<file path="src/rtl/core/iiea_pkg.sv">
// shared types, operation codes and status codes for the insert/erase array
package iiea_pkg;

    localparam int DEPTH_DEF = 16;
    localparam int KIND_W    = 4;
    localparam int IDX_W     = 5;
    localparam int WORD_W    = 32;
    localparam int STAT_W    = 2;

    localparam logic [KIND_W-1:0] K_READ   = 4'd0;
    localparam logic [KIND_W-1:0] K_WRITE  = 4'd1;
    localparam logic [KIND_W-1:0] K_INSERT = 4'd2;
    localparam logic [KIND_W-1:0] K_ERASE  = 4'd3;
    localparam logic [KIND_W-1:0] K_PUSH   = 4'd4;
    localparam logic [KIND_W-1:0] K_POP    = 4'd5;
    localparam logic [KIND_W-1:0] K_CLEAR  = 4'd6;
    localparam logic [KIND_W-1:0] K_RESIZE = 4'd7;
    localparam logic [KIND_W-1:0] K_ASSIGN = 4'd8;

    localparam logic [STAT_W-1:0] ST_OK    = 2'd0;
    localparam logic [STAT_W-1:0] ST_RANGE = 2'd1;
    localparam logic [STAT_W-1:0] ST_FULL  = 2'd2;
    localparam logic [STAT_W-1:0] ST_EMPTY = 2'd3;

    typedef logic signed [WORD_W-1:0] t_word;

    typedef struct packed {
        logic [KIND_W-1:0] kind;
        logic [IDX_W-1:0]  index;
        t_word             item_value;
        logic [IDX_W-1:0]  new_count;
    } t_in;

    typedef struct packed {
        t_word             read_value;
        logic [IDX_W-1:0]  length;
        t_word             front_value;
        t_word             back_value;
        logic [STAT_W-1:0] status;
    } t_out;

    // per-cycle command broadcast to every cell
    typedef struct packed {
        logic  wr;
        logic  ins;
        logic  ers;
        logic  push;
        logic  rsz;
        logic  asg;
        t_word value;
    } t_cell_ctl;

endpackage

</file>
<file path="src/rtl/core/iiea_cell.sv">
// one storage cell of the list: loads, shifts from a neighbor, and drives its output taps
module iiea_cell import iiea_pkg::*; #(
    parameter int CW  = 5,
    parameter int POS = 0
) (
    input  logic             i_clk,
    input  t_cell_ctl        i_ctl,
    input  logic [IDX_W-1:0] i_idx,
    input  logic [IDX_W-1:0] i_cnt,
    input  logic [CW-1:0]    i_live,
    input  t_word            i_left,
    input  t_word            i_right,
    input  logic             i_tap_rd,
    input  logic [IDX_W-1:0] i_tap_idx,
    output t_word            o_word,
    output t_word            o_rd_tap,
    output t_word            o_front_tap,
    output t_word            o_back_tap
);

    localparam int CMPW = (CW > IDX_W) ? CW : IDX_W;
    localparam logic [CMPW-1:0] P  = CMPW'(POS);
    localparam logic [CMPW-1:0] P1 = CMPW'(POS + 1);

    t_word           r_word;
    t_word           n_word;
    logic [CMPW-1:0] w_x;
    logic [CMPW-1:0] w_c;
    logic [CMPW-1:0] w_n;
    logic [CMPW-1:0] w_tx;

    assign w_x  = CMPW'(i_idx);
    assign w_c  = CMPW'(i_live);
    assign w_n  = CMPW'(i_cnt);
    assign w_tx = CMPW'(i_tap_idx);

    always_comb begin
        n_word = r_word;
        if (i_ctl.wr && (P == w_x)) begin
            n_word = i_ctl.value;
        end
        if (i_ctl.ins) begin
            if (P == w_x) begin
                n_word = i_ctl.value;
            end else if ((P > w_x) && (P <= w_c)) begin
                n_word = i_left;
            end
        end
        if (i_ctl.ers && (P >= w_x) && (P1 < w_c)) begin
            n_word = i_right;
        end
        if (i_ctl.push && (P == w_c)) begin
            n_word = i_ctl.value;
        end
        if (i_ctl.rsz && (P >= w_c) && (P < w_n)) begin
            n_word = i_ctl.value;
        end
        if (i_ctl.asg && (P < w_n)) begin
            n_word = i_ctl.value;
        end
    end

    always_ff @(posedge i_clk) begin
        r_word <= n_word;
    end

    assign o_word      = r_word;
    assign o_rd_tap    = (i_tap_rd && (P == w_tx)) ? r_word : '0;
    assign o_front_tap = ((POS == 0) && (w_c != '0)) ? r_word : '0;
    assign o_back_tap  = (P1 == w_c) ? r_word : '0;

endmodule

</file>
<file path="src/rtl/core/iiea_cmd.sv">
// operation decode: range and capacity checks, status, next length, cell broadcast
module iiea_cmd import iiea_pkg::*; #(
    parameter int DEPTH = DEPTH_DEF,
    parameter int CW    = 5
) (
    input  logic              i_fire,
    input  t_in               i_cmd,
    input  logic [CW-1:0]     i_live,
    output t_cell_ctl         o_ctl,
    output logic [STAT_W-1:0] o_status,
    output logic [CW-1:0]     o_live_nxt,
    output logic              o_rd_ok
);

    localparam int CMPW = (CW > IDX_W) ? CW : IDX_W;
    localparam logic [CMPW-1:0] DMAX = CMPW'(DEPTH);

    logic [CMPW-1:0] w_x;
    logic [CMPW-1:0] w_c;
    logic [CMPW-1:0] w_n;
    logic            w_past_end;
    logic            w_ins_range;
    logic            w_full;
    logic            w_cnt_big;

    assign w_x         = CMPW'(i_cmd.index);
    assign w_c         = CMPW'(i_live);
    assign w_n         = CMPW'(i_cmd.new_count);
    assign w_past_end  = (w_x >= w_c);
    assign w_ins_range = (w_x > w_c);
    assign w_full      = (w_c >= DMAX);
    assign w_cnt_big   = (w_n > DMAX);

    always_comb begin
        o_ctl       = '0;
        o_ctl.value = i_cmd.item_value;
        o_status    = ST_OK;
        o_live_nxt  = i_live;
        o_rd_ok     = 1'b0;
        case (i_cmd.kind)
            K_READ: begin
                if (w_past_end) begin
                    o_status = ST_RANGE;
                end else begin
                    o_rd_ok = 1'b1;
                end
            end
            K_WRITE: begin
                if (w_past_end) begin
                    o_status = ST_RANGE;
                end else begin
                    o_ctl.wr = i_fire;
                end
            end
            K_INSERT: begin
                if (w_ins_range) begin
                    o_status = ST_RANGE;
                end else if (w_full) begin
                    o_status = ST_FULL;
                end else begin
                    o_ctl.ins  = i_fire;
                    o_live_nxt = CW'(i_live + CW'(1));
                end
            end
            K_ERASE: begin
                if (w_past_end) begin
                    o_status = ST_RANGE;
                end else begin
                    o_ctl.ers  = i_fire;
                    o_live_nxt = CW'(i_live - CW'(1));
                end
            end
            K_PUSH: begin
                if (w_full) begin
                    o_status = ST_FULL;
                end else begin
                    o_ctl.push = i_fire;
                    o_live_nxt = CW'(i_live + CW'(1));
                end
            end
            K_POP: begin
                if (w_c == '0) begin
                    o_status = ST_EMPTY;
                end else begin
                    o_live_nxt = CW'(i_live - CW'(1));
                end
            end
            K_CLEAR: begin
                o_live_nxt = '0;
            end
            K_RESIZE: begin
                if (w_cnt_big) begin
                    o_status = ST_FULL;
                end else begin
                    o_ctl.rsz  = i_fire;
                    o_live_nxt = CW'(w_n);
                end
            end
            K_ASSIGN: begin
                if (w_cnt_big) begin
                    o_status = ST_FULL;
                end else begin
                    o_ctl.asg  = i_fire;
                    o_live_nxt = CW'(w_n);
                end
            end
            default: begin
                o_status = ST_OK;
            end
        endcase
    end

endmodule

</file>
<file path="src/rtl/core/indexed_insert_erase_array.sv">
// top level: list of shift cells with length register, result collect stage and output register
//
//   beat      | valid        | ready        | payload
//   ----------+--------------+--------------+------------------
//   command   | i_in_valid   | o_in_ready   | i_in_data  (t_in)
//   result    | o_out_valid  | i_out_ready  | o_out_data (t_out)
//
// a command updates the cells and the length at its accept edge; the collect stage,
// once the output register is free, gathers read, front and back words from the cell
// taps into the output register. one command per cycle when results are taken as fast
// as they come. a stalled result blocks the collect stage and, through it, o_in_ready.
// reset clears the length and both valid flags; cell contents are left as they are.
module indexed_insert_erase_array import iiea_pkg::*; #(
    parameter int DEPTH = DEPTH_DEF
) (
    input  logic i_clk,
    input  logic i_rst_n,
    input  logic i_in_valid,
    output logic o_in_ready,
    input  t_in  i_in_data,
    output logic o_out_valid,
    input  logic i_out_ready,
    output t_out o_out_data
);

    localparam int CW = $clog2(DEPTH + 1);

    logic [CW-1:0]     r_live;
    logic [CW-1:0]     n_live;
    logic              r_pend;
    logic              r_rd_ok;
    logic [IDX_W-1:0]  r_rd_idx;
    logic [STAT_W-1:0] r_status;
    logic              r_out_vld;
    t_out              r_out;

    logic              w_accept;
    logic              w_collect;
    logic              w_out_free;
    t_cell_ctl         w_ctl;
    logic [STAT_W-1:0] w_status;
    logic              w_rd_ok;

    t_word             w_word      [DEPTH];
    t_word             w_rd_tap    [DEPTH];
    t_word             w_front_tap [DEPTH];
    t_word             w_back_tap  [DEPTH];
    t_word             w_rd_or;
    t_word             w_front_or;
    t_word             w_back_or;

    assign w_out_free = !r_out_vld || i_out_ready;
    assign w_collect  = r_pend && w_out_free;
    assign o_in_ready = !r_pend || w_out_free;
    assign w_accept   = i_in_valid && o_in_ready;

    iiea_cmd #(
        .DEPTH (DEPTH),
        .CW    (CW)
    ) u_cmd (
        .i_fire     (w_accept),
        .i_cmd      (i_in_data),
        .i_live     (r_live),
        .o_ctl      (w_ctl),
        .o_status   (w_status),
        .o_live_nxt (n_live),
        .o_rd_ok    (w_rd_ok)
    );

    for (genvar g = 0; g < DEPTH; g++) begin : g_cell
        t_word w_left;
        t_word w_right;
        if (g == 0) begin : g_first
            assign w_left = '0;
        end else begin : g_mid_l
            assign w_left = w_word[g-1];
        end
        if (g == DEPTH - 1) begin : g_last
            assign w_right = '0;
        end else begin : g_mid_r
            assign w_right = w_word[g+1];
        end
        iiea_cell #(
            .CW  (CW),
            .POS (g)
        ) u_cell (
            .i_clk       (i_clk),
            .i_ctl       (w_ctl),
            .i_idx       (i_in_data.index),
            .i_cnt       (i_in_data.new_count),
            .i_live      (r_live),
            .i_left      (w_left),
            .i_right     (w_right),
            .i_tap_rd    (r_rd_ok),
            .i_tap_idx   (r_rd_idx),
            .o_word      (w_word[g]),
            .o_rd_tap    (w_rd_tap[g]),
            .o_front_tap (w_front_tap[g]),
            .o_back_tap  (w_back_tap[g])
        );
    end

    // at most one cell drives each tap, so a plain or merges them
    always_comb begin
        w_rd_or    = '0;
        w_front_or = '0;
        w_back_or  = '0;
        for (int k = 0; k < DEPTH; k++) begin
            w_rd_or    = w_rd_or | w_rd_tap[k];
            w_front_or = w_front_or | w_front_tap[k];
            w_back_or  = w_back_or | w_back_tap[k];
        end
    end

    always_ff @(posedge i_clk) begin
        if (!i_rst_n) begin
            r_live    <= '0;
            r_pend    <= 1'b0;
            r_out_vld <= 1'b0;
        end else begin
            if (w_accept) begin
                r_live <= n_live;
            end
            if (w_accept) begin
                r_pend <= 1'b1;
            end else if (w_collect) begin
                r_pend <= 1'b0;
            end
            if (w_collect) begin
                r_out_vld <= 1'b1;
            end else if (i_out_ready) begin
                r_out_vld <= 1'b0;
            end
        end
    end

    always_ff @(posedge i_clk) begin
        if (w_accept) begin
            r_rd_ok  <= w_rd_ok;
            r_rd_idx <= i_in_data.index;
            r_status <= w_status;
        end
        if (w_collect) begin
            r_out.read_value  <= w_rd_or;
            r_out.length      <= IDX_W'(r_live);
            r_out.front_value <= w_front_or;
            r_out.back_value  <= w_back_or;
            r_out.status      <= r_status;
        end
    end

    assign o_out_valid = r_out_vld;
    assign o_out_data  = r_out;

endmodule

</file>
<file path="config.mk">
export PLATFORM = sky130hd
export DESIGN_NAME = indexed_insert_erase_array
export DESIGN_NICKNAME = d
export VERILOG_FILES = /design/src/rtl/core/iiea_pkg.sv /design/src/rtl/core/iiea_cell.sv /design/src/rtl/core/iiea_cmd.sv /design/src/rtl/core/indexed_insert_erase_array.sv
export SDC_FILE = /design/constraint.sdc
export NUM_CORES = 2
export LEC_CHECK = 0
export BUFFER_PORTS_ARGS = -buffer_cell sky130_fd_sc_hd__buf_2
export CAP_MARGIN = 10
export CORE_UTILIZATION = 45
export DETAILED_ROUTE_END_ITERATION = 7
export GPL_TIMING_DRIVEN = 0
export PLACE_DENSITY = 0.64
export SYNTH_ARGS = -nofsm -noshare
export SYNTH_HDL_FRONTEND = slang
export SYNTH_HIERARCHICAL = 1
export SYNTH_SLANG_ARGS = --single-unit
</file>
<file path="constraint.sdc">
create_clock -name i_clk -period 16.3 [get_ports i_clk]
set_input_delay 1.63 -clock i_clk [delete_from_list [all_inputs] [get_ports i_clk]]
set_output_delay 1.63 -clock i_clk [all_outputs]
set_load 0.005 [all_outputs]
</file>
# After elaboration in Yosys (flattened, before gate mapping)
# Cells that the tools add are included.
# totals
register_bits	630
input_bits	50
elab_cells	565
# op_classes
add_sub_neg	2
n_lt_le_gt_ge	100
n_eq_ne	58
muxes	187
bitwise_logic	30
reduce_logical	161
# ops
cell	n
$mux 32	160
$or 32x32->32	30
$logic_and 1x1->1	146
$eq 4x5->1 const A	24
$ge 4x5->1 const A	16
$lt 4x5->1 const A	16
$eq 3x5->1 const A	12
$ge 3x5->1 const A	8
$gt 4x5->1 const A	8
$le 4x5->1 const A	8
$lt 3x5->1 const A	8
$eq 2x5->1 const A	6
$pmux 5 s6	1
$mux 5	5
$ge 1x5->1 const A	4
$ge 2x5->1 const A	4
$gt 3x5->1 const A	4
$le 3x5->1 const A	4
$lt 2x5->1 const A	4
$eq 4x3->1 const B	4
$mux 1	16
$eq 1x5->1 const A	3
$logic_not 5->1	3
$lt 1x5->1 const A	3
27 further kinds	41

# Depth between registers and ports, before layout
# logic_depth
ltp_word	18
mapped_depth	15
ltp_nobuf	11

# Hierarchy
# Netlist, hierarchy kept.
# by_module_without_submodules
module	n_inst	cells_per_inst	area_each_um2
indexed_insert_erase_array	1	622	6636.4
iiea_cell at g_cell[3].u_cell	1	429	3532.1
iiea_cell at g_cell[8].u_cell	1	488	3532.1
iiea_cell at g_cell[4].u_cell	1	525	3478.3
iiea_cell at g_cell[5].u_cell	1	424	3435.8
iiea_cell at g_cell[10].u_cell	1	436	3408.3
iiea_cell at g_cell[15].u_cell	1	438	3387.0
iiea_cell at g_cell[6].u_cell	1	454	3372.0
iiea_cell at g_cell[2].u_cell	1	418	3240.6
iiea_cell at g_cell[9].u_cell	1	451	3233.1
iiea_cell at g_cell[1].u_cell	1	423	3148.0
iiea_cell at g_cell[13].u_cell	1	363	3109.2
iiea_cell at g_cell[14].u_cell	1	402	3095.5
iiea_cell at g_cell[12].u_cell	1	381	3084.2
+4 rows	-	-	-

# Worst setup path after synthesis
# Ideal clock, no wire load.
# synth_timing
path_type	reg2reg
startpoint	register r_live[4]
endpoint	register g_cell[9].u_cell.r_word[14]
setup_ps	128
arrival_ps	6808
path_slack_ps	9364
stages_incl_launch_ff	13
period_less_slack_ps	6936
path_cell_list	dfxtp_1 clkbuf_1 inv_1 ha_1 a21oi_1 and3_1 a2bb2oi_1 nor3b_1 o2111ai_1 clkbuf_1 and3_1 a2111oi_1 o21ai_1
# synth_lines
element	line_no	source
start, declared	indexed_insert_erase_array.sv:28	logic [CW-1:0] r_live;
start signal, assigned	indexed_insert_erase_array.sv:122	r_live <= n_live;
end signal, assigned	iiea_cell.sv:64	r_word <= n_word;
end, declared	iiea_cell.sv:25	t_word r_word;

==> flow_summary.toml <==
[floorplanning]
die_width_um = 363
number_of_placement_rows = 131
boundaryPins = 155
design.core.area_um2 = 128000
floorplan.die.height_um = 363
die-area_um2 = 132000
initial_core_util = 0.456

[clock_network]
clkTransAtPathRegs_ps = 60
clkLatencyLatePin_ps = 740
clockBufferDepth = 3
clock-root-buffer = "sky130_fd_sc_hd__clkbuf_16"
cts_post_setup_buffers_inserted = 0
tritoncts = "built"
ctsHoldBuffers = 0
clock_sinks = 630
cts-resized-gates = 0
clock_buffer_count_from_cts = 83
cts_htree_levels = 3

[grt]
gr-usage-met2 = 0.640
grt_antenna_before_repair = 42
first_global_vias = 60300
global_route.usage.total = 0.469
grt_use_met3 = 0.229
globalRouteOverflowTotal = 0
grt_max_degree = 52
globalRoute.busiestLayer = "met2"
global_route.usage.met1 = 0.546
global_route_wire_length_before_repair_um = 445000

[final_layout]
finalInstanceArea_um2 = 67200
layout_common_cells = "sky130_fd_sc_hd__and2_1, sky130_fd_sc_hd__nand2_1, sky130_fd_sc_hd__buf_4"
synthToLayoutAreaGrowth_pct = 14.8
post_layout_nonfiller_instances = 9937
proportion_of_layout_cells_with_a_drive_suffix_above_1 = 0.185
final_nets = 8167
n_fill_cell = 12400
layout_commonest_cell = "sky130_fd_sc_hd__and2_1"

[pwr]
finalPower_w = 0.00699
power.density_nw_per_um2 = 104
p_leak_nw = 28.1
worst_ir_drop_vdd_uv = 93.0

[run]
maxCapViolations = 4

[hold_path]
timing.hold.worst.class = "reg -> reg"
worstHoldPathCells = 0

[outcome]
status = "finished, violations left"
violations = "design-rule violations, max-capacitance violations, max-slew violations"

[synth]
synth_top_family_by_area = "simple AND/OR/NAND/NOR gates"
ys_types = 143
syn_inst = 7315
yosys-mux-area-fraction = 0.0717
async_reset_ff_frac = 0
syn_area_um2 = 58500
synthFlopType = "sky130_fd_sc_hd__dfxtp_1"
synth-simple-area-share = 0.287
yosys_warnings = 6
synth-xor-area-share = 0.000150
synth-seq-cells = 630
synth_compound_area_frac = 0.277
synth-edff-count = 111
yosysSeqAreaShare = 0.234
avgSynthCellArea_um2 = 8.00
synth_fa_ha_area_frac = 0.00150

[placed_design]
post-place-cells = 9741
gp_routability_congestion = 1.12
dpl_worst_slack_ps = 9610
buffer_ports.inserted = 122
detailed_placement_wirelength_estimate_um = 236000
placement.cell_area_um2 = 64200

[routing]
final_antenna_violating_net_count = 0
detailedRoute.firstIterationViolations = 10700
drc_viols = 17
drtPass1Iterations = 8
routedWlPerCell_um = 32.2
routed_via_density = 6.69
wire_length_reported_by_the_detailed_router_um = 320000
vias = 66500

[sta]
timing_worst_slew_pin_value_ps = 1520
post-route-period-util = 0.395
total_count_of_max_transition_violations_in_the_final_report = 4
clock.fmax_ghz = 0.155
rsz_0062_raised_after_global_routing = "false"
finalClockSkew_ps = 38.1
finalHoldViolations = 0
slew_headroom = -0.0259
tns_ps = 0
report.final.setup_viol = 0
fin_crit_ps = 6440
post-route-worst-setup-slack_ps = 9860

[critical_path]
critical_path_arrival_ps = 7090
reg2regPathDepth = 15
rrSetupSlack_ps = 10160
worst-path-max-fanout = 36
path_class = "in -> reg"
endpoint_kind_of_the_worst_setup_timing_path = "register"
critPathRequiredTime_ps = 16950
timing.critical_path.from_type = "primary input"
==> power by group <==
part / switching [W] / total, W / leakage [nW] / internal (W)
combinational: 0.000778 / 0.00163 / 21.3 / 0.000848
clock: 0.000833 / 0.00197 / 1.39 / 0.00113
sequential: 0.00139 / 0.00340 / 5.38 / 0.00202
total: 0.00300 / 0.00699 / 28.1 / 0.00400
==> final cells by class <==
| class | count | area [µm²] | share of cell area |
|---|---|---|---|
| Buffer | 1109 | 7110 | 0.106 |
| Clock buffer | 120 | 2470 | 0.0368 |
| Antenna cell | 32 | 80.1 | 0.00119 |
| Tap cell | 1729 | 2160 | 0.0322 |
| Inverter | 78 | 293 | 0.00436 |
| Sequential cell | 630 | 13700 | 0.205 |
| Clock inverter | 31 | 317 | 0.00471 |
| Multi-Input combinational cell | 6012 | 39600 | 0.589 |
| Timing Repair Buffer | 196 | 1440 | 0.0214 |
==> logic make-up after synthesis <==
kind of cell    count (synthesis)
compound gates               2104
mux                           389
buf+inv                      1187
xor+xnor                        1
fa+ha+maj                       7
simple gates                 2981
other cells                    16
flops                         630
==> worst max-delay path, stage by stage <==
cell                       delay, ps
sky130_fd_sc_hd__buf_4           360
sky130_fd_sc_hd__buf_16          340
sky130_fd_sc_hd__ha_1            330
sky130_fd_sc_hd__nor2b_1         160
sky130_fd_sc_hd__o31ai_1         440
sky130_fd_sc_hd__nand3_1         300
sky130_fd_sc_hd__nor3_2         1140
sky130_fd_sc_hd__buf_4           400
sky130_fd_sc_hd__nor3b_2         550
sky130_fd_sc_hd__and2_0          410
sky130_fd_sc_hd__clkbuf_1        470
sky130_fd_sc_hd__a211o_1         270
sky130_fd_sc_hd__o211ai_1        100
sky130_fd_sc_hd__a22oi_1         150
==> state kept, by name, summed over array words and instances (netlist names) <==
signal                cells
g_cell.u_cell/o_word    512
o_out_data              103
r_live                    5
r_rd_idx                  5
r_status                  2
o_out_valid               1
r_pend                    1
r_rd_ok                   1
==> synthesized netlist by cell type (all sizes together), types with 98 or more instances <==
library cell,instances,share of area
a221oi,104,0.019
nand4,109,0.012
o22ai,102,0.011
mux2,125,0.027
nor3,103,0.010
nor2,207,0.014
nand3,111,0.0099
a21oi,257,0.022
o21ai,369,0.032
nor4,416,0.045
o211ai,98,0.013
mux2i,264,0.045
clkbuf,345,0.025
dfxtp,519,0.18
edfxtp,111,0.057
buf,758,0.096
and2,940,0.10
a31oi,141,0.015
and3,206,0.022
o221ai,134,0.026
nand2,641,0.041
==> through the flow <==
| stage | utilization | hold WS (ps) |
|---|---|---|
| after detailed placement | 0.500 | 410 |
| after global routing | 0.523 | 436 |
| after floorplan | - | 400 |
| final | 0.524 | 423 |
| after global placement | 0.493 | 408 |
| after CTS | 0.522 | 423 |
==> final timing paths <==
check	start	to
setup / recovery	i_in_data[38]	g_cell[10].u_cell/o_word[17]$_DFF_P_
setup reg to reg	r_live[4]$_SDFFE_PN0P_	g_cell[10].u_cell/o_word[17]$_DFF_P_
hold reg to reg	r_status[0]$_DFFE_PP_	o_out_data[0]$_DFFE_PP_
hold / removal	r_status[0]$_DFFE_PP_	o_out_data[0]$_DFFE_PP_
==> per-layer routing <==
metal,routed length [µm],up-vias
li1,-,28300
met1,113000,31500
met2,124000,5287
met3,51100,1439
met4,30700,40
met5,1080,-
(Power assumes the default switching activity.)
